## config.mk

```make
export PLATFORM = sky130hd
export DESIGN_NAME = prefetch_index_planner_core
export DESIGN_NICKNAME = d
export VERILOG_FILES = /design/src/hdl/pip_pkg.sv /design/src/hdl/pip_front.sv /design/src/hdl/pip_queue.sv /design/src/hdl/pip_back.sv /design/src/hdl/prefetch_index_planner_core.sv
export SDC_FILE = /design/constraint.sdc
export NUM_CORES = 1
export LEC_CHECK = 0
export BUFFER_PORTS_ARGS = -buffer_cell sky130_fd_sc_hd__buf_4
export CAP_MARGIN = 20
export CORE_ASPECT_RATIO = 0.6
export CORE_UTILIZATION = 25
export DETAILED_ROUTE_END_ITERATION = 10
export PLACE_DENSITY_LB_ADDON = 0.3
export SYNTH_ARGS = -nofsm -noshare
export SYNTH_HDL_FRONTEND = slang
export SYNTH_SLANG_ARGS = --single-unit
```

## constraint.sdc

```tcl
create_clock -name clk -period 7.1 [get_ports clk]
set_input_delay 0.71 -clock clk [delete_from_list [all_inputs] [get_ports clk]]
set_output_delay 0.71 -clock clk [all_outputs]
set_load 0.005 [all_outputs]
```

## src/hdl/pip_pkg.sv

```systemverilog
package pip_pkg;

	localparam int MAX_OFFSETS   = 14;
	localparam int IDX_W         = 4;
	localparam int OFF_W         = 6;
	localparam int CAP_W         = 7;
	localparam int PAT_W         = 3;
	localparam int CAP_BACK_BASE = 2;

	localparam logic [PAT_W-1:0] PAT_NORMAL      = 3'd0;
	localparam logic [PAT_W-1:0] PAT_NORMAL_FWD  = 3'd1;
	localparam logic [PAT_W-1:0] PAT_NORMAL_BACK = 3'd2;
	localparam logic [PAT_W-1:0] PAT_FAST_FWD    = 3'd3;
	localparam logic [PAT_W-1:0] PAT_FAST_BACK   = 3'd4;

	localparam logic [0:0] REG_CACHE_CAPACITY = 1'd0;
	localparam logic [0:0] REG_PAGE_COUNT     = 1'd1;

	typedef logic signed [OFF_W-1:0] offset_t;

	// pattern plus the entries that survive the capacity cut
	typedef struct packed {
		logic [PAT_W-1:0]       pattern;
		logic [MAX_OFFSETS-1:0] keep;
	} plan_t;

	// tables padded to sixteen entries, padding lies beyond each table length
	localparam offset_t TAB_NORMAL [16] = '{
		6'sd0, 6'sd1, 6'sd2, 6'sd3, -6'sd1, -6'sd2, 6'sd4, 6'sd5,
		-6'sd3, -6'sd4, 6'sd6, 6'sd7, -6'sd5, -6'sd6, 6'sd0, 6'sd0};
	localparam offset_t TAB_FWD [16] = '{
		6'sd10, 6'sd11, 6'sd8, 6'sd9, 6'sd0, 6'sd1, 6'sd2, 6'sd3,
		6'sd4, 6'sd5, 6'sd6, 6'sd7, 6'sd0, 6'sd0, 6'sd0, 6'sd0};
	localparam offset_t TAB_BACK [16] = '{
		-6'sd9, -6'sd10, -6'sd7, -6'sd8, 6'sd0, 6'sd1, -6'sd1, -6'sd2,
		-6'sd3, -6'sd4, -6'sd5, -6'sd6, 6'sd0, 6'sd0, 6'sd0, 6'sd0};
	localparam offset_t TAB_FFWD [16] = '{
		6'sd0, 6'sd1, 6'sd10, 6'sd11, -6'sd10, -6'sd9, 6'sd20, 6'sd21,
		-6'sd20, -6'sd19, 6'sd0, 6'sd0, 6'sd0, 6'sd0, 6'sd0, 6'sd0};
	localparam offset_t TAB_FBACK [16] = '{
		6'sd0, 6'sd1, -6'sd10, -6'sd9, 6'sd10, 6'sd11, -6'sd20, -6'sd19,
		6'sd20, 6'sd21, 6'sd0, 6'sd0, 6'sd0, 6'sd0, 6'sd0, 6'sd0};

	function automatic offset_t table_offset(input logic [PAT_W-1:0] pat,
	                                         input logic [IDX_W-1:0] idx);
		offset_t off;
		unique case (pat)
			PAT_NORMAL:      off = TAB_NORMAL[idx];
			PAT_NORMAL_FWD:  off = TAB_FWD[idx];
			PAT_NORMAL_BACK: off = TAB_BACK[idx];
			PAT_FAST_FWD:    off = TAB_FFWD[idx];
			PAT_FAST_BACK:   off = TAB_FBACK[idx];
			default:         off = '0;
		endcase
		return off;
	endfunction

	function automatic logic [IDX_W-1:0] table_len(input logic [PAT_W-1:0] pat);
		logic [IDX_W-1:0] len;
		unique case (pat) inside
			PAT_NORMAL:                      len = 4'd14;
			PAT_NORMAL_FWD, PAT_NORMAL_BACK: len = 4'd12;
			PAT_FAST_FWD, PAT_FAST_BACK:     len = 4'd10;
			default:                         len = 4'd0;
		endcase
		return len;
	endfunction

endpackage

```

## src/hdl/pip_front.sv

```systemverilog
module pip_front #(
	parameter int PAGE_BITS = 16
) (
	input  logic                        in_valid,
	output logic                        in_stall,
	input  logic [PAGE_BITS-1:0]        current_page,
	input  logic [pip_pkg::PAT_W-1:0]   pattern,
	input  logic [pip_pkg::CAP_W-1:0]   cache_capacity,
	input  logic                        q_full,
	output logic                        q_push,
	output logic [PAGE_BITS-1:0]        q_page,
	output pip_pkg::plan_t              q_plan
);

	// capacity cut for one table entry
	function automatic logic keep_bit(input logic [pip_pkg::PAT_W-1:0] pat,
	                                  input logic [pip_pkg::IDX_W-1:0] idx,
	                                  input logic [pip_pkg::CAP_W-1:0] cap);
		pip_pkg::offset_t        off;
		logic [pip_pkg::IDX_W-1:0] len;
		logic signed [7:0]       off8;
		logic signed [7:0]       cap8;
		logic signed [7:0]       back_lim;
		logic                    in_tab;
		logic                    longer;
		logic                    k;
		off      = pip_pkg::table_offset(pat, idx);
		len      = pip_pkg::table_len(pat);
		off8     = 8'(off);
		cap8     = $signed({1'b0, cap});
		back_lim = 8'(pip_pkg::CAP_BACK_BASE) - cap8;
		in_tab   = idx < len;
		longer   = {3'b000, len} > cap;
		case (pat)
			pip_pkg::PAT_NORMAL_FWD:  k = in_tab && !(longer && (off8 >= cap8));
			pip_pkg::PAT_NORMAL_BACK: k = in_tab && !(longer && (off8 < back_lim));
			default:                  k = in_tab && ({3'b000, idx} < cap);
		endcase
		return k;
	endfunction

	always_comb begin
		q_plan.pattern = pattern;
		for (int i = 0; i < pip_pkg::MAX_OFFSETS; i++) begin
			q_plan.keep[i] = keep_bit(pattern, pip_pkg::IDX_W'(i), cache_capacity);
		end
	end

	assign q_page   = current_page;
	assign in_stall = q_full;
	assign q_push   = in_valid && !q_full;

endmodule

```

## src/hdl/pip_queue.sv

```systemverilog
module pip_queue #(
	parameter int DATA_W = 8
) (
	input  logic              clk,
	input  logic              arst_n,
	input  logic              push,
	input  logic [DATA_W-1:0] push_data,
	input  logic              pop,
	output logic [DATA_W-1:0] head_data,
	output logic              not_empty,
	output logic              full
);

	logic [DATA_W-1:0] mem_q [2];
	logic              wr_ptr_q;
	logic              rd_ptr_q;
	logic [1:0]        count_q;

	always_ff @(posedge clk) begin
		if (push) begin
			mem_q[wr_ptr_q] <= push_data;
		end
	end

	always_ff @(posedge clk or negedge arst_n) begin
		if (!arst_n) begin
			wr_ptr_q <= 1'b0;
			rd_ptr_q <= 1'b0;
			count_q  <= 2'd0;
		end else begin
			if (push) begin
				wr_ptr_q <= !wr_ptr_q;
			end
			if (pop) begin
				rd_ptr_q <= !rd_ptr_q;
			end
			count_q <= count_q + 2'(push) - 2'(pop);
		end
	end

	assign head_data = mem_q[rd_ptr_q];
	assign not_empty = count_q != 2'd0;
	assign full      = count_q == 2'd2;

`ifndef SYNTHESIS
	a_no_overrun: assert property (@(posedge clk) disable iff (!arst_n)
		!(push && full && !pop))
		else $error("queue written while full");
	a_no_underrun: assert property (@(posedge clk) disable iff (!arst_n)
		pop |-> not_empty)
		else $error("queue read while empty");
`endif

endmodule

```

## src/hdl/pip_back.sv

```systemverilog
module pip_back #(
	parameter int PAGE_BITS = 16
) (
	input  logic                  clk,
	input  logic                  arst_n,
	input  logic                  q_not_empty,
	input  logic [PAGE_BITS-1:0]  q_page,
	input  pip_pkg::plan_t        q_plan,
	output logic                  q_pop,
	input  logic [PAGE_BITS-1:0]  page_count,
	output logic                  out_valid,
	input  logic                  out_stall,
	output logic [PAGE_BITS-1:0]  page_index,
	output logic                  valid_res,
	output logic                  last
);

	localparam int N = pip_pkg::MAX_OFFSETS;
	localparam int SUM_W = PAGE_BITS + 2;

	logic                       busy_q;
	logic [PAGE_BITS-1:0]       cur_q;
	logic [pip_pkg::PAT_W-1:0]  pat_q;
	logic [N-1:0]               mask_q;

	logic                       out_valid_q;
	logic [PAGE_BITS-1:0]       page_q;
	logic                       vres_q;
	logic                       last_q;

	logic [N-1:0]               mask_in;
	logic [N-1:0]               low_bit;
	logic [N-1:0]               mask_rest;
	logic [pip_pkg::IDX_W-1:0]  low_idx;
	pip_pkg::offset_t           sel_off;
	logic [PAGE_BITS-1:0]       sel_page;
	logic                       load;
	logic                       finishing;

	// range check of every kept entry as the item leaves the queue
	always_comb begin
		pip_pkg::offset_t  off;
		logic [SUM_W-1:0]  sum;
		for (int i = 0; i < N; i++) begin
			off = pip_pkg::table_offset(q_plan.pattern, pip_pkg::IDX_W'(i));
			sum = {2'b00, q_page} + {{(SUM_W-pip_pkg::OFF_W){off[pip_pkg::OFF_W-1]}}, off};
			mask_in[i] = q_plan.keep[i] && !sum[SUM_W-1]
			             && (sum[PAGE_BITS:0] < {1'b0, page_count});
		end
	end

	// walk the survivor mask lowest entry first
	always_comb begin
		low_bit   = mask_q & (~mask_q + N'(1));
		mask_rest = mask_q & ~low_bit;
		low_idx   = '0;
		for (int i = 0; i < N; i++) begin
			if (low_bit[i]) begin
				low_idx = pip_pkg::IDX_W'(i);
			end
		end
		sel_off  = pip_pkg::table_offset(pat_q, low_idx);
		sel_page = cur_q + {{(PAGE_BITS-pip_pkg::OFF_W){sel_off[pip_pkg::OFF_W-1]}}, sel_off};
	end

	assign load      = !out_valid_q || !out_stall;
	assign finishing = busy_q && load && (mask_rest == '0);
	assign q_pop     = q_not_empty && (!busy_q || finishing);

	always_ff @(posedge clk or negedge arst_n) begin
		if (!arst_n) begin
			busy_q      <= 1'b0;
			mask_q      <= '0;
			out_valid_q <= 1'b0;
		end else begin
			if (q_pop) begin
				busy_q <= 1'b1;
				mask_q <= mask_in;
			end else if (finishing) begin
				busy_q <= 1'b0;
				mask_q <= '0;
			end else if (busy_q && load) begin
				mask_q <= mask_rest;
			end
			if (load) begin
				out_valid_q <= busy_q;
			end
		end
	end

	always_ff @(posedge clk) begin
		if (q_pop) begin
			cur_q <= q_page;
			pat_q <= q_plan.pattern;
		end
		if (busy_q && load) begin
			page_q <= (mask_q == '0) ? '0 : sel_page;
			vres_q <= mask_q != '0;
			last_q <= mask_rest == '0;
		end
	end

	assign out_valid  = out_valid_q;
	assign page_index = page_q;
	assign valid_res  = vres_q;
	assign last       = last_q;

`ifndef SYNTHESIS
	a_empty_is_last: assert property (@(posedge clk) disable iff (!arst_n)
		(out_valid_q && !vres_q) |-> last_q)
		else $error("empty plan result without last");
	a_idle_mask_clear: assert property (@(posedge clk) disable iff (!arst_n)
		!busy_q |-> (mask_q == '0))
		else $error("survivor mask left over while idle");
	a_pop_only_at_end: assert property (@(posedge clk) disable iff (!arst_n)
		(q_pop && busy_q) |-> (load && (mask_rest == '0)))
		else $error("new item taken before the walk ended");
`endif

endmodule

```

## src/hdl/prefetch_index_planner_core.sv

```systemverilog
// channel   direction  handshake               payload
// in        input      in_valid / in_stall     current_page, pattern
// out       output     out_valid / out_stall   page_index, valid_res, last
// cfg       input      cfg_we                  cfg_index, cfg_data
//
// a request gives max(1, surviving entries) results, up to 14, one per cycle while out_stall is low,
// set by the back walk over the survivor mask, one table entry per output transfer
// a two-entry queue between classifier and walker takes new requests during a walk
// the range check against page_count is done as the request leaves the queue
// reset sets cache_capacity to 14 and page_count to 0 and empties the queue
// out_stall holds the output register and the walk, in_stall rises when the queue is full
module prefetch_index_planner_core #(
	parameter int PAGE_BITS = 16
) (
	input  logic                       clk,
	input  logic                       arst_n,
	input  logic                       cfg_we,
	input  logic [0:0]                 cfg_index,
	input  logic [PAGE_BITS-1:0]       cfg_data,
	input  logic                       in_valid,
	output logic                       in_stall,
	input  logic [PAGE_BITS-1:0]       current_page,
	input  logic [pip_pkg::PAT_W-1:0]  pattern,
	output logic                       out_valid,
	input  logic                       out_stall,
	output logic [PAGE_BITS-1:0]       page_index,
	output logic                       valid_res,
	output logic                       last
);

	localparam int PLAN_W = $bits(pip_pkg::plan_t);
	localparam int Q_W    = PAGE_BITS + PLAN_W;

	// configuration registers
	logic [pip_pkg::CAP_W-1:0] cache_capacity_q;
	logic [PAGE_BITS-1:0]      page_count_q;

	// front to queue
	logic                      q_push;
	logic [PAGE_BITS-1:0]      front_page;
	pip_pkg::plan_t            front_plan;

	// queue to back
	logic                      q_pop;
	logic                      q_not_empty;
	logic                      q_full;
	logic [Q_W-1:0]            q_head;
	logic [PAGE_BITS-1:0]      head_page;
	pip_pkg::plan_t            head_plan;

	always_ff @(posedge clk or negedge arst_n) begin
		if (!arst_n) begin
			cache_capacity_q <= pip_pkg::CAP_W'(14);
			page_count_q     <= '0;
		end else if (cfg_we) begin
			case (cfg_index)
				pip_pkg::REG_CACHE_CAPACITY: cache_capacity_q <= cfg_data[pip_pkg::CAP_W-1:0];
				pip_pkg::REG_PAGE_COUNT:     page_count_q     <= cfg_data;
				default:                     ;
			endcase
		end
	end

	// classify and cut the table by capacity
	pip_front #(
		.PAGE_BITS(PAGE_BITS)
	) u_front (
		.in_valid      (in_valid),
		.in_stall      (in_stall),
		.current_page  (current_page),
		.pattern       (pattern),
		.cache_capacity(cache_capacity_q),
		.q_full        (q_full),
		.q_push        (q_push),
		.q_page        (front_page),
		.q_plan        (front_plan)
	);

	// decouples request intake from result delivery
	pip_queue #(
		.DATA_W(Q_W)
	) u_queue (
		.clk      (clk),
		.arst_n   (arst_n),
		.push     (q_push),
		.push_data({front_page, front_plan}),
		.pop      (q_pop),
		.head_data(q_head),
		.not_empty(q_not_empty),
		.full     (q_full)
	);

	assign head_page = q_head[Q_W-1:PLAN_W];
	assign head_plan = q_head[PLAN_W-1:0];

	// range check and one result per transfer
	pip_back #(
		.PAGE_BITS(PAGE_BITS)
	) u_back (
		.clk        (clk),
		.arst_n     (arst_n),
		.q_not_empty(q_not_empty),
		.q_page     (head_page),
		.q_plan     (head_plan),
		.q_pop      (q_pop),
		.page_count (page_count_q),
		.out_valid  (out_valid),
		.out_stall  (out_stall),
		.page_index (page_index),
		.valid_res  (valid_res),
		.last       (last)
	);

endmodule
```

## Word-level counts from Yosys, hierarchy flattened

Memory sizes are Yosys's and may differ from the RTL's.
Cells that the tools add are included.

- Memory bits (writable): 66
- Bits in read-only memories: 480
- Bits in latches: 0
- Register bits: 80
- Memories kept: 6
- Logic and storage cells: 375

Memory list:

| memory | words | bits a word | read ports | clocked after Yosys merged registers in | write ports | RTL line | source |
|---|---|---|---|---|---|---|---|
| (name not given) | 16 | 6 | 1 | 0 | 0 | pip_pkg.sv:48 | `PAT_NORMAL: off = TAB_NORMAL[idx];` |
| (name not given) | 16 | 6 | 1 | 0 | 0 | pip_pkg.sv:49 | `PAT_NORMAL_FWD: off = TAB_FWD[idx];` |
| (name not given) | 16 | 6 | 1 | 0 | 0 | pip_pkg.sv:50 | `PAT_NORMAL_BACK: off = TAB_BACK[idx];` |
| (name not given) | 16 | 6 | 1 | 0 | 0 | pip_pkg.sv:51 | `PAT_FAST_FWD: off = TAB_FFWD[idx];` |
| (name not given) | 16 | 6 | 1 | 0 | 0 | pip_pkg.sv:52 | `PAT_FAST_BACK: off = TAB_FBACK[idx];` |
| u_queue.mem_q | 2 | 33 | 1 | 0 | 1 | pip_queue.sv:14 | `logic [DATA_W-1:0] mem_q [2];` |

- Mux-type cells: 74
- Shifts and indexed selects: 0
- Divide/modulo/power cells: 0
- Order comparisons: 72
- Multipliers: 0
- Add/subtract/negate cells: 19
- Equal/unequal tests: 13
- Reduce and logical (&&, ||, !) cells: 172
- Bitwise logic cells: 6

Operator list:

| operator | number |
|---|---|
| $pmux 6 s5 | 9 |
| $add 17x6->18 | 14 |
| $lt 17x16->1 | 14 |
| $pmux 6 s4 | 6 |
| $ge 6x8->1 | 14 |
| $lt 6x8->1 | 14 |
| $logic_and 1x1->1 | 102 |
| $mux 6 | 14 |
| $pmux 6 s2 | 6 |
| $pmux 6 s3 | 4 |
| $logic_not 1->1 | 48 |
| $lt 4x7->1 const A | 6 |
| $mux 14 | 3 |
| $and 14x14->14 | 2 |
| $logic_not 14->1 | 2 |
| $lt 3x7->1 const A | 4 |
| $not 14->14 | 2 |
| $pmux 1 s2 | 14 |
| $lt 4x4->1 const A | 6 |
| $mux 4 | 6 |
| $eq 3x2->1 const B | 6 |
| $add 16x16->16 | 1 |
| $lt 3x4->1 const A | 4 |
| $add 14x1->14 const B | 1 |
| other kinds (26) | 54 |

## Depth between registers and ports, before layout

Gate-level depths: netlist of the first run.

- Depth in word-level cells: 22
- Mapped depth: 26

## By module

From an unflattened synthesis of the first run, not the netlist that was laid out.

- Cells, all modules: 2,513
- Area total of the unflattened synthesis: 21,917.3 um^2

Modules (own cells, without submodules):

| module | seq. area each (um^2) | instances | cells an instance | area an instance (um^2) |
|---|---|---|---|---|
| pip_back | 1,511.4 | 1 | 1,958 | 15,432.3 |
| pip_front | 0.0 | 1 | 387 | 2,801.4 |
| pip_queue | 2,082.0 | 1 | 118 | 2,732.6 |
| prefetch_index_planner_core | 579.3 | 1 | 50 | 950.9 |

## Least setup slack after synthesis of the first run

No wires, ideal clock.

- Path type: flip-flop to flip-flop
- Start point: register u_queue.rd_ptr_q
- End point: register u_back.mask_q[6]
- Cell stages (with the launch flop): 19
- Path slack: 1,813 ps
- Library setup time: 68 ps
- Data arrival time: 5,219 ps
- Period minus slack after synthesis: 5,287 ps
- Cells stage by stage: dfrtp_1 -> clkbuf_1 -> mux2i_1 -> inv_1 -> ha_1 -> a21o_1 -> a21oi_1 -> o21bai_1 -> a21oi_1 -> o21ai_0 -> xor2_1 -> ha_1 -> a21o_1 -> a21oi_1 -> o21ai_0 -> a221oi_1 -> a221oi_1 -> a2111oi_0 -> a32o_1

- Elaborated cells between the ends (all ways): 13
- Classes of those cells: add/sub (1); order compare (1); eq/ne (4); mux (2); reduce/logical (4); memory (1)

RTL lines:

| what | RTL line | source |
|---|---|---|
| start: declaration | pip_queue.sv:16 | `logic rd_ptr_q;` |
| start signal: assignment | pip_queue.sv:35 | `rd_ptr_q <= !rd_ptr_q;` |
| $mem_v2 2x33 (*) | -- |  |
| named net q_head[18] | prefetch_index_planner_core.sv:47 | `logic [Q_W-1:0] q_head;` |
| $add 17x6->18 (*) | pip_back.sv:46 | `sum = {2'b00, q_page} + {{(SUM_W-pip_pkg::OFF_W){off[pip_pkg::OFF_W-1]}}, off};` |
| parallel branches: the longest is 2 deep, another holds $lt 17x16->1 | -- |  |
| $logic_and 1x1->1 (*) | pip_back.sv:48 | `&& (sum[PAGE_BITS:0] < {1'b0, page_count});` |
| $mux 14 (*) | pip_back.sv:76 | `if (q_pop) begin` |
| end signal: assignment | pip_back.sv:78 | `mask_q <= mask_in;` |
| end signal: assignment | pip_back.sv:83 | `mask_q <= mask_rest;` |
| end: declaration | pip_back.sv:24 | `logic [N-1:0] mask_q;` |

Mark *: on every way through the listed nets, which the timed path passes.
A chain may end at the register's enable or synchronous reset.

## Worst setup path in the final report of the first run

- Start point: register u_queue.rd_ptr_q
- End point: register u_back.mask_q[8]

- Word-level cells in the longest chain between the ends: 9
- Elaborated cells between the ends (all ways): 14
- Classes of those cells: add/sub (1); order compare (1); eq/ne (4); mux (2); reduce/logical (5); memory (1)

Ends and longest elaborated chain:

| what | RTL line | source |
|---|---|---|
| $mem_v2 2x33 (*) | -- |  |
| named net q_head[15] | prefetch_index_planner_core.sv:47 |  |
| $eq 3x2->1 / $logic_not 3->1 (equally long branches) | pip_pkg.sv:47 | `unique case (pat)` |
| $reduce_or 2->1 (no source line) | -- |  |
| $pmux 6 s4 (*) | pip_pkg.sv:47 |  |
| $add 17x6->18 (*) | pip_back.sv:46 |  |
| parallel branches: the longest is 2 deep, another holds $lt 17x16->1 | -- |  |
| $logic_and 1x1->1 (*) | pip_back.sv:48 |  |
| $mux 14 (*) | pip_back.sv:76 |  |

Marks and branches as above.

==> results of run 1 <==
## worst max-delay path, stage by stage (launching register included)
cell and delay, ns:
dfrtp_2 0.63, mux2i_1 0.49, inv_1 0.16, nand2_1 0.12, inv_1 0.09, nor2_1 0.26
inv_1 0.33, ha_1 0.45, a21oi_1 0.27, o21bai_1 0.09, a21oi_1 0.30, o21ai_0 0.18
a2111oi_0 0.45, nor2_1 0.14, a21oi_1 0.17, xnor2_1 0.21, ha_1 0.31, a2111oi_0 0.47
a41oi_1 0.25, a2111oi_2 0.40, a22o_1 0.18
## cell usage after synthesis, types with 35 or more instances
library cell,number,area (µm²)
a21oi_1,272,1361
o21a_1,48,360.4
inv_1,132,495.5
nand2_1,149,559.3
nor2_1,151,566.8
nand2b_1,35,219.0
a21o_1,102,765.7
nand3_1,54,270.3
ha_1,433,5418
edfxtp_1,103,3093
o21ai_0,216,1081
dfrtp_1,40,1001
nor3_1,41,205.2
xor2_1,68,595.6
xnor2_1,148,1296
clkbuf_1,70,262.8
## layer usage
metal	part of all wire, %	global-route usage [%]	vias to the layer above
met4	0.72	2.334	0
li1	-	-	9339
met1	55	29.56	9082
met2	34	21.11	785
met5	0	0	-
met3	11	4.699	36
## path summary, 6_finish.rpt
check | end | depth (start not counted) | slack (ns)
min | page_count_q[8] | 1 | 0.26
min reg2reg | page_count_q[6] | 1 | 0.50
min in group clk | u_queue.mem_q[1][25] | 1 | 0.42
max | u_back.mask_q[8] | 20 | 1.09
max in group asynchronous | u_queue.rd_ptr_q | 1 | 6.21
max reg2reg | u_back.mask_q[8] | 20 | 1.09
## state kept, by name (all words and copies together) (netlist names), 2 cells and up
register	flops
u_back.cur_q	16
cache_capacity_q	7
u_queue.count_q	2
u_queue.mem_q	66
u_back.page_index	16
u_back.mask_q	14
page_count_q	16
u_back.pat_q	3
## stage by stage
step / hold slack [ns] / setup WS, ns
2_1_floorplan: 0.4144 / 1.813
3_3_place_gp: 0.4895 / 1.121
3_5_place_dp: 0.4928 / 1.162
4_1_cts: 0.3064 / 1.146
5_1_grt: 0.3115 / 0.5988
6_report: 0.2613 / 1.093
## final cells by class
type,instances,area [µm²]
timing repair buffer,94,718.2
fill,8976,60000
clock inverter,11,201.4
multi-input combinational,2129,16140
sequential,146,4174
clock buffer,20,436.7
tap,1134,1419
inverter,140,525.5
## cell families (layout without fill, tap and decap cells)
logic type      Yosys count  after routing  share of synthesized area [%]
compound gates          840            840                          24.46
simple gates            565            565                          12.93
fa+ha+maj               447            447                          26.85
buf+inv                 221            265                          4.011
xor+xnor                216            216                          8.945
flops                   146            146                          19.73
mux                      61             61                          3.082
==> impl_results.md, run 1 <==
* Outcome: finished, final reports clean
* Die area at 85810 µm²
* Fin. Hold Viols at 0
* Die height at 227.3 µm
* WS Path Type: reg -> reg
* Pre-antenna DRT Iters at 5
* Required @ worst endpoint at 7.50 ns
* Commonest non-fill, non-tap cell in the layout: ha_1
* WP data arrival at 6.41 ns
* Dpl cell area at 22950 µm²
* Worst Hold Class: in -> async
* Placed cell count at 3641
* Critical-path maximum fanout at 15
* Clk_skew at 0.02756 ns
* Vias after detailed routing at 19240
* Setup crit end kind: flip-flop
* Per-cell routed wire length at 20.66 µm
* Post-synth EDFFs at 103
* Area Growth Syn to Fin at 11.66%
* Tmin final at 6.007 ns
* Timing startpoint of the critical path: u_queue.rd_ptr_q
* Endpoints failing setup at 0
* Syn_area_per_cell at 8.474 µm²
* Fin cells at 3674
* Fraction of layout cells with a size suffix above 1 at 7.323%
* Post-CTS resize count at 0
* HPWL Detailed at 59810 µm
* Synthesized cell area at 21150 µm²
* Drc violations at 0
* Yosys cell types at 78
* Cell area after layout at 23620 µm²
* Yosys reg bits at 146
* DR iter-0 viols at 2367
* Post-synth net total at 2982
* Most frequent cells in the layout: 433 x ha_1, 272 x a21oi_1, 216 x o21ai_0
* Worst-margin pin slew at 1.105 ns
* Post-CTS setup buffer count at 0
* Worst rel slew slack at 25.81%
* H-Tree Depth at 4
* Pins Over Slew Limit at 0
* Largest net degree at the start of global routing at 44
* Gr usage total at 17.57%
* Aggregate negative setup slack at 0 ns
* Max_cap viols at 0
* Sink Count at 146
* Area of the core at 83620 µm²
* Async S/R FF share, synth at 29.45%
* Vias in the first global route at 17290
* Total CTS buffers at 17
* ANT cells at 0
* DIE WIDTH at 377.5 µm
* Routed Antenna Nets at 0
* Number of synthesis warnings at 0
* Grt ovf at 0
* CTS tree: done
* Via/cell ratio at 5.237
* Io pins at 61
* Seq/Total Area, Yosys at 19.73%
* Global-route wire length before repair at 112900 µm
* Initial Util at 25.29%
* Deepest clock path buffer count at 2
* R2R Path Start: u_queue.rd_ptr_q
* Insertion delay to the later sink of the worst-skew pair at 0.48 ns
* # nets final at 3014
* CTS root buf: clkbuf_16
* Initial antenna violation count at 2
* Rows at 82
* Final WL at 75900 µm
* Fmax at 166.5 MHz
* Post-Synthesis Cells at 2496
* Final worst-path cycle share at 84.60%
* CTS Hold Bufs at 0
* RSZ-0062 raised after global routing: no
* Post-route core utilization at 28.24%
* Port Buffer Count at 60
* Clk pin slew, worst setup/hold paths at 0.08 ns
* Ys flop type: edfxtp_1
* GP Congestion at 0.9509
* Crit start category: flip-flop
Power of run 1 is left out: the tool's default activity adds up to more than one toggle a clock period on the data nets, which glitch-free logic cannot reach.
==> inputs of run 2 (changes only) <==
--- a/config.mk
+++ b/config.mk
@@ -5,6 +5,7 @@
 export SDC_FILE = /design/constraint.sdc
 export NUM_CORES = 1
 export LEC_CHECK = 0
+export ABC_AREA = 1
 export BUFFER_PORTS_ARGS = -buffer_cell sky130_fd_sc_hd__buf_4
 export CAP_MARGIN = 20
 export CORE_ASPECT_RATIO = 0.6
==> constraint.sdc (replaced) <==
create_clock -name clk -period 6 [get_ports clk]
set_input_delay 0.6 -clock clk [delete_from_list [all_inputs] [get_ports clk]]
set_output_delay 0.6 -clock clk [all_outputs]
set_load 0.005 [all_outputs]
==> run 2 against run 1 <==
Effect of this change:
- cell count rose by 21%
- clock skew fell by 0.015 ns
- sequential share of layout area fell by 0.84 points
- die area rose by 4.9%
- non-clock buffer count rose by 3
- via count rose by 13%
- critical path depth rose by 3
- register-to-register slack got worse by 0.44 ns
- global-route usage rose by 0.90 points
- first-iteration DRC count rose by 4.0%
- worst setup slack got worse by 0.44 ns
- synthesized cell count rose by 28%
- largest cell class unchanged
- highest routed layer is now met5
==> impl_results.md, run 2 <==
* Clk pin slew, worst setup/hold paths at 0.07 ns
* Sink Count at 146
* Worst rel slew slack at 31.19%
* Via/cell ratio at 4.906
* RSZ-0062 raised after global routing: no
* Multi-input gate area at 16360 µm²
* Synth Area in Compound Gates at 16.18%
* Slowest CP cell: dfrtp_1
* Register area at 4173 µm²
* Largest reg by FF count: u_queue.mem_q
* Post-synthesis simple-gate area fraction at 23.91%
* HPWL Detailed at 69700 µm
* Global-route wire length before repair at 125500 µm
* Leading area contributor after synthesis: ha_1
* Max_cap viols at 0
* Fmax at 186.9 MHz
* Total CTS buffers at 17
* Pins Over Slew Limit at 0
* Crit path cell chain: inv_2 > nand2_1 > nand2_1 > inv_1 > nand2_1 > nand2_1 > inv_1 > nand2_1 > inv_1 > buf_4 > ha_1 > a21oi_1 > a21boi_0 > o21ai_0 > a21oi_1 > o21ai_0 > xor2_1 > ha_1 > nor2_1 > o21ai_0 > a21oi_1 > nand3_1 > a21oi_1
* Die area at 89990 µm²
* Grt ovf at 0
* Setup crit end kind: flip-flop
* Synthesized cell area at 22190 µm²
* Most frequent cell after synthesis: nand2_1
* Area of the core at 87760 µm²
* Maximum vdd drop at 274.3 µV
* Leakage at 12.75 nW
* GP Congestion at 0.9932
* Initial antenna violation count at 1
* Pre-antenna DRT Iters at 6
* CTS Hold Bufs at 0
* Clk_skew at 0.01279 ns
* Endpoints failing setup at 0
* CTS root buf: clkbuf_16
* Fin cells at 4437
* Family with the most delay on the worst path: compound AO/OA/AOI/OAI gates
* Rows at 84
* Hold WS at 0.1769 ns
* CP most frequent cell: nand2_1
* Routed Antenna Nets at 0
* Post-Synthesis Cells at 3191
* Deepest clock path buffer count at 2
* Reg2Reg Setup Slack at 0.65 ns
* Placed cell count at 4404
* Reg-to-Reg End: u_back.mask_q[5]
* Die height at 232.8 µm
* Post-CTS resize count at 0
* Post-CTS setup buffer count at 0
* Max FFs per register at 66
* WP data arrival at 5.72 ns
* Per-cell routed wire length at 19.01 µm
* Port Buffer Count at 60
* Worst reg2reg path depth at 23
* Ys flop type: edfxtp_1
* Fin. Hold Viols at 0
* DR iter-0 viols at 2462
* Drc violations at 0
* Syn_area_per_cell at 6.954 µm²
* R2R Path Start: u_queue.rd_ptr_q
* Initial Util at 25.28%
* Tmin final at 5.351 ns
* # nets final at 3748
* Area Growth Syn to Fin at 11.71%
* Fraction of layout cells with a size suffix above 1 at 4.947%
* DIE WIDTH at 386.6 µm
* Yosys cell types at 53
* Largest family of logic cells by synthesized area: adder cells
* Synth area leaders: ha_1 24%, edfxtp_1 14%, nand2_1 13%
* Critical-path maximum fanout at 14
* CTS tree: done
* Io pins at 61
* Post-synth net total at 3677
* Pwr Density at 391.4 nW/µm²
* Post-synth EDFFs at 103
* Vias in the first global route at 19660
* Crit start category: flip-flop
* Required @ worst endpoint at 6.37 ns
* Number of synthesis warnings at 0
* Final worst-path cycle share at 89.18%
* Worst Hold Class: in -> async
* Top cell type's share of synthesized area at 24.42%
* Crit path buf inv count at 5
* Fillcell total at 9685
* Commonest non-fill, non-tap cell in the layout: nand2_1
* Vias after detailed routing at 21770
* Synth Area in XOR/XNOR at 8.052%
* Mux cell area share after synthesis at 0%
* Gr usage total at 18.47%
* Seq/Total Area, Yosys at 18.81%
* Top post-synthesis cells by count: 789 x nand2_1, 433 x ha_1, 385 x inv_1, 333 x a21oi_1, 293 x nor2_1
* Async S/R FF share, synth at 29.45%
* Aggregate negative setup slack at 0 ns
* Insertion delay to the later sink of the worst-skew pair at 0.44 ns
* Yosys reg bits at 146
* Outcome: finished, final reports clean
* Most frequent cells in the layout: 789 x nand2_1, 433 x ha_1, 385 x inv_1
* CP max stage delay at 0.51 ns
* WS Path Type: reg -> reg
* Largest net degree at the start of global routing at 44
* Final WL at 84340 µm
* Worst-margin pin slew at 1.030 ns
* H-Tree Depth at 4
* Area share of fa/ha/maj cells after synthesis at 25.50%
==> run 2: cell types whose count changed after synthesis, sizes merged, moves of 47 or more <==
cell / delta
a21o: -82
a21oi: +62
inv: +253
nand2: +644
nand3: +77
nor2: +149
o21ai: -47
xnor2: -116
xor2: +104
==> run 2: cells by family after synthesis <==
group,count (synthesis)
xor gates and xnor gates,204
and+or+nand+nor,1309
DFF,146
buffers and inverters,438
adders and majority gates,445
AOI/OAI and AO/OA,649
==> run 2: per-stage QoR <==
step / instance area (µm²) / power [mW] / util, % / worst slack [ns]
after global placement: 24200 / 8.415 / 27.57 / 0.8226
final: 24790 / 9.703 / 28.24 / 0.6491
after CTS: 24790 / 9.554 / 28.24 / 0.8809
after global routing: 24790 / 10.66 / 28.24 / 0.2668
after detailed placement: 24200 / 8.426 / 27.57 / 0.8998
after floorplan: 22190 / 6.280 / - / 1.739
==> run 2: power breakdown <==
| part | switching (mW) | internal, mW |
|---|---|---|
| Sequential | 0.111 | 1.28 |
| Combinational | 4.77 | 2.47 |
| Clock | 0.458 | 0.618 |
| Total | 5.34 | 4.37 |
==> run 2: worst max path at each step <==
stage	startpoint	to	slack (ns)	cells after the start
floorplan	u_queue.rd_ptr_q	u_back.mask_q[5]	1.74	29
global placement	u_queue.rd_ptr_q	u_back.mask_q[5]	0.82	23
detailed placement	u_queue.rd_ptr_q	u_back.mask_q[5]	0.90	23
CTS	u_queue.rd_ptr_q	u_back.mask_q[3]	0.88	25
global route	u_queue.rd_ptr_q	u_back.mask_q[2]	0.27	25
finish	u_queue.rd_ptr_q	u_back.mask_q[5]	0.65	23
==> run 2: metal layers <==
| metal | share of wire (%) | track usage (%) | up-vias |
|---|---|---|---|
| li1 | - | - | 10890 |
| met1 | 52 | 29.41 | 9888 |
| met2 | 34 | 22.79 | 931 |
| met3 | 12 | 6.197 | 60 |
| met4 | 1.4 | 3.274 | 2 |
| met5 | 0.082 | 0.5882 | - |
==> run 2: cell type report <==
type / count / area share (%)
multi-input cells: 2607 / 65.98
flip-flops and latches: 146 / 16.83
inverters: 393 / 5.961
well taps: 1161 / 5.860
repair buffers: 97 / 2.988
clock buffers: 18 / 1.731
clock inverters: 14 / 0.6310
diodes: 1 / 0.01010
Note: power is estimated with default switching activity, not from simulation.
==> inputs of run 3 (changes only) <==
--- a/config.mk
+++ b/config.mk
@@ -5,7 +5,7 @@
 export SDC_FILE = /design/constraint.sdc
 export NUM_CORES = 1
 export LEC_CHECK = 0
-export ABC_AREA = 1
+export ABC_AREA = 0
 export BUFFER_PORTS_ARGS = -buffer_cell sky130_fd_sc_hd__buf_4
 export CAP_MARGIN = 20
 export CORE_ASPECT_RATIO = 0.6
==> constraint.sdc (replaced) <==
create_clock -name clk -period 6.9 [get_ports clk]
set_input_delay 0.69 -clock clk [delete_from_list [all_inputs] [get_ports clk]]
set_output_delay 0.69 -clock clk [all_outputs]
set_load 0.005 [all_outputs]
==> run 3 against run 2 <==
Effect of this change:
- critical path depth fell by 5
- clock skew rose by 0.0083 ns
- wire length fell by 9.3%
- hold slack improved by 0.078 ns
==> impl_results.md, run 3 (synthesized netlist as in run 1, its figures left out) <==
* Sink Count at 146
* Largest reg by FF count: u_queue.mem_q
* Clk pin slew, worst setup/hold paths at 0.08 ns
* Vias after detailed routing at 19270
* Die area at 85810 µm²
* WP data arrival at 6.03 ns
* Max FFs per register at 66
* Fin. Hold Viols at 0
* Initial antenna violation count at 4
* H-Tree Depth at 4
* Largest net degree at the start of global routing at 44
* Pins Over Slew Limit at 0
* CTS root buf: clkbuf_16
* CTS tree: done
* Area Growth Syn to Fin at 11.59%
* Per-cell routed wire length at 20.78 µm
* Met1 Use GR at 28.07%
* Io pins at 61
* Worst rel slew slack at 27.00%
* CTS Hold Bufs at 0
* Fmax at 177.9 MHz
* Vias in the first global route at 17450
* Die height at 227.3 µm
* Port Buffer Count at 60
* Rows at 82
* Endpoints failing setup at 0
* Grt ovf at 0
* Aggregate negative setup slack at 0 ns
* Final worst-path cycle share at 81.46%
* Crit start category: flip-flop
* Global-route wire length before repair at 112700 µm
* Worst Hold Class: in -> async
* Total CTS buffers at 17
* Initial Util at 25.29%
* Outcome: finished, final reports clean
* Critical-path maximum fanout at 22
* Fraction of layout cells with a size suffix above 1 at 7.626%
* Pre-antenna DRT Iters at 6
* GR peak layer: met1
* Insertion delay to the later sink of the worst-skew pair at 0.49 ns
* Post-CTS setup buffer count at 0
* Worst-margin pin slew at 1.087 ns
* Drc violations at 0
* GR Layer Usage met3 at 7.358%
* Deepest clock path buffer count at 2
* Via/cell ratio at 5.236
* DR iter-0 viols at 2181
* Commonest non-fill, non-tap cell in the layout: ha_1
* WS Path Type: reg -> reg
* Post-CTS resize count at 0
* Required @ worst endpoint at 7.31 ns
* DIE WIDTH at 377.5 µm
* Area of the core at 83620 µm²
* HPWL Detailed at 59700 µm
* GP Congestion at 0.9553
* Routing usage on met2 at 21.26%
* Setup crit end kind: flip-flop
* RSZ-0062 raised after global routing: no
* Tmin final at 5.621 ns
* Final WL at 76480 µm
* Max_cap viols at 0
* Gr usage total at 17.70%
* Routed Antenna Nets at 0
* Clk_skew at 0.02106 ns
* # nets final at 3017
* Most frequent cells in the layout: 433 x ha_1, 272 x a21oi_1, 216 x o21ai_0
==> run 3: cell count changes in the layout (fill, tap and decap cells not counted), moves of 35 or more <==
| cell | delta |
|---|---|
| nand3_1 | -76 |
| a21o_1 | +82 |
| xor2_1 | -104 |
| inv_1 | -253 |
| xnor2_1 | +116 |
| nand2b_1 | +35 |
| o21a_1 | +36 |
| nor2_1 | -141 |
| o21ai_0 | +41 |
| a21oi_1 | -61 |
| nand2_1 | -640 |
==> run 3: per-layer routing <==
metal | vias up | routed length [µm] | part of all wire, %
li1 | 9339 | - | -
met5 | - | 0 | 0
met4 | 0 | 650 | 0.85
met2 | 830 | 25870 | 34
met3 | 48 | 9748 | 13
met1 | 9051 | 40210 | 53
==> run 3: path summary, 6_finish.rpt <==
| kind | start | to | slack [ns] | cells past startpoint |
|---|---|---|---|---|
| min in group clk | current_page[14] | u_queue.mem_q[0][31] | 0.38 | 1 |
| min reg2reg | page_count_q[15] | page_count_q[15] | 0.51 | 1 |
| max in group asynchronous | arst_n | u_queue.rd_ptr_q | 6.01 | 1 |
| max | u_queue.rd_ptr_q | u_back.mask_q[6] | 1.28 | 18 |
| min | arst_n | page_count_q[8] | 0.26 | 1 |
| max reg2reg | u_queue.rd_ptr_q | u_back.mask_q[6] | 1.28 | 18 |
==> run 3: stage by stage <==
step / setup WS [ns] / util, % / hold WS [ns] / std cells / area, µm²
after global placement: 1.491 / 27.49 / 0.4892 / 3645 / 22990
after CTS: 1.325 / 28.20 / 0.2692 / 3677 / 23580
after floorplan: 1.613 / - / 0.3944 / 2496 / 21150
after detailed placement: 1.373 / 27.49 / 0.4939 / 3645 / 22990
after global routing: 0.7400 / 28.22 / 0.2881 / 3678 / 23600
final: 1.279 / 28.23 / 0.2554 / 3680 / 23600
==> run 3: worst max-delay path: stages (launching register included) <==
cell	delay, ns
dfrtp_2	0.45
mux2i_1	0.64
nand2_1	0.43
a21oi_1	0.27
buf_4	0.30
ha_1	0.37
inv_1	0.08
o21bai_1	0.09
a21oi_1	0.42
o21ai_0	0.29
xor2_1	0.22
ha_1	0.31
a21o_1	0.19
a21oi_1	0.12
o21ai_0	0.11
a221oi_1	0.31
a221oi_1	0.11
a2111oi_0	0.57
a32o_1	0.26
==> run 3: final cells by class <==
class	count	area, µm²
antenna	2	5.005
clock inverter	13	115.1
fill	8984	60020
timing repair buffer	97	740.7
sequential	146	4174
multi-input combinational	2129	16150
inverter	140	525.5
tap	1134	1419
clock buffer	19	475.5
Power of run 3 is left out for the same reason.
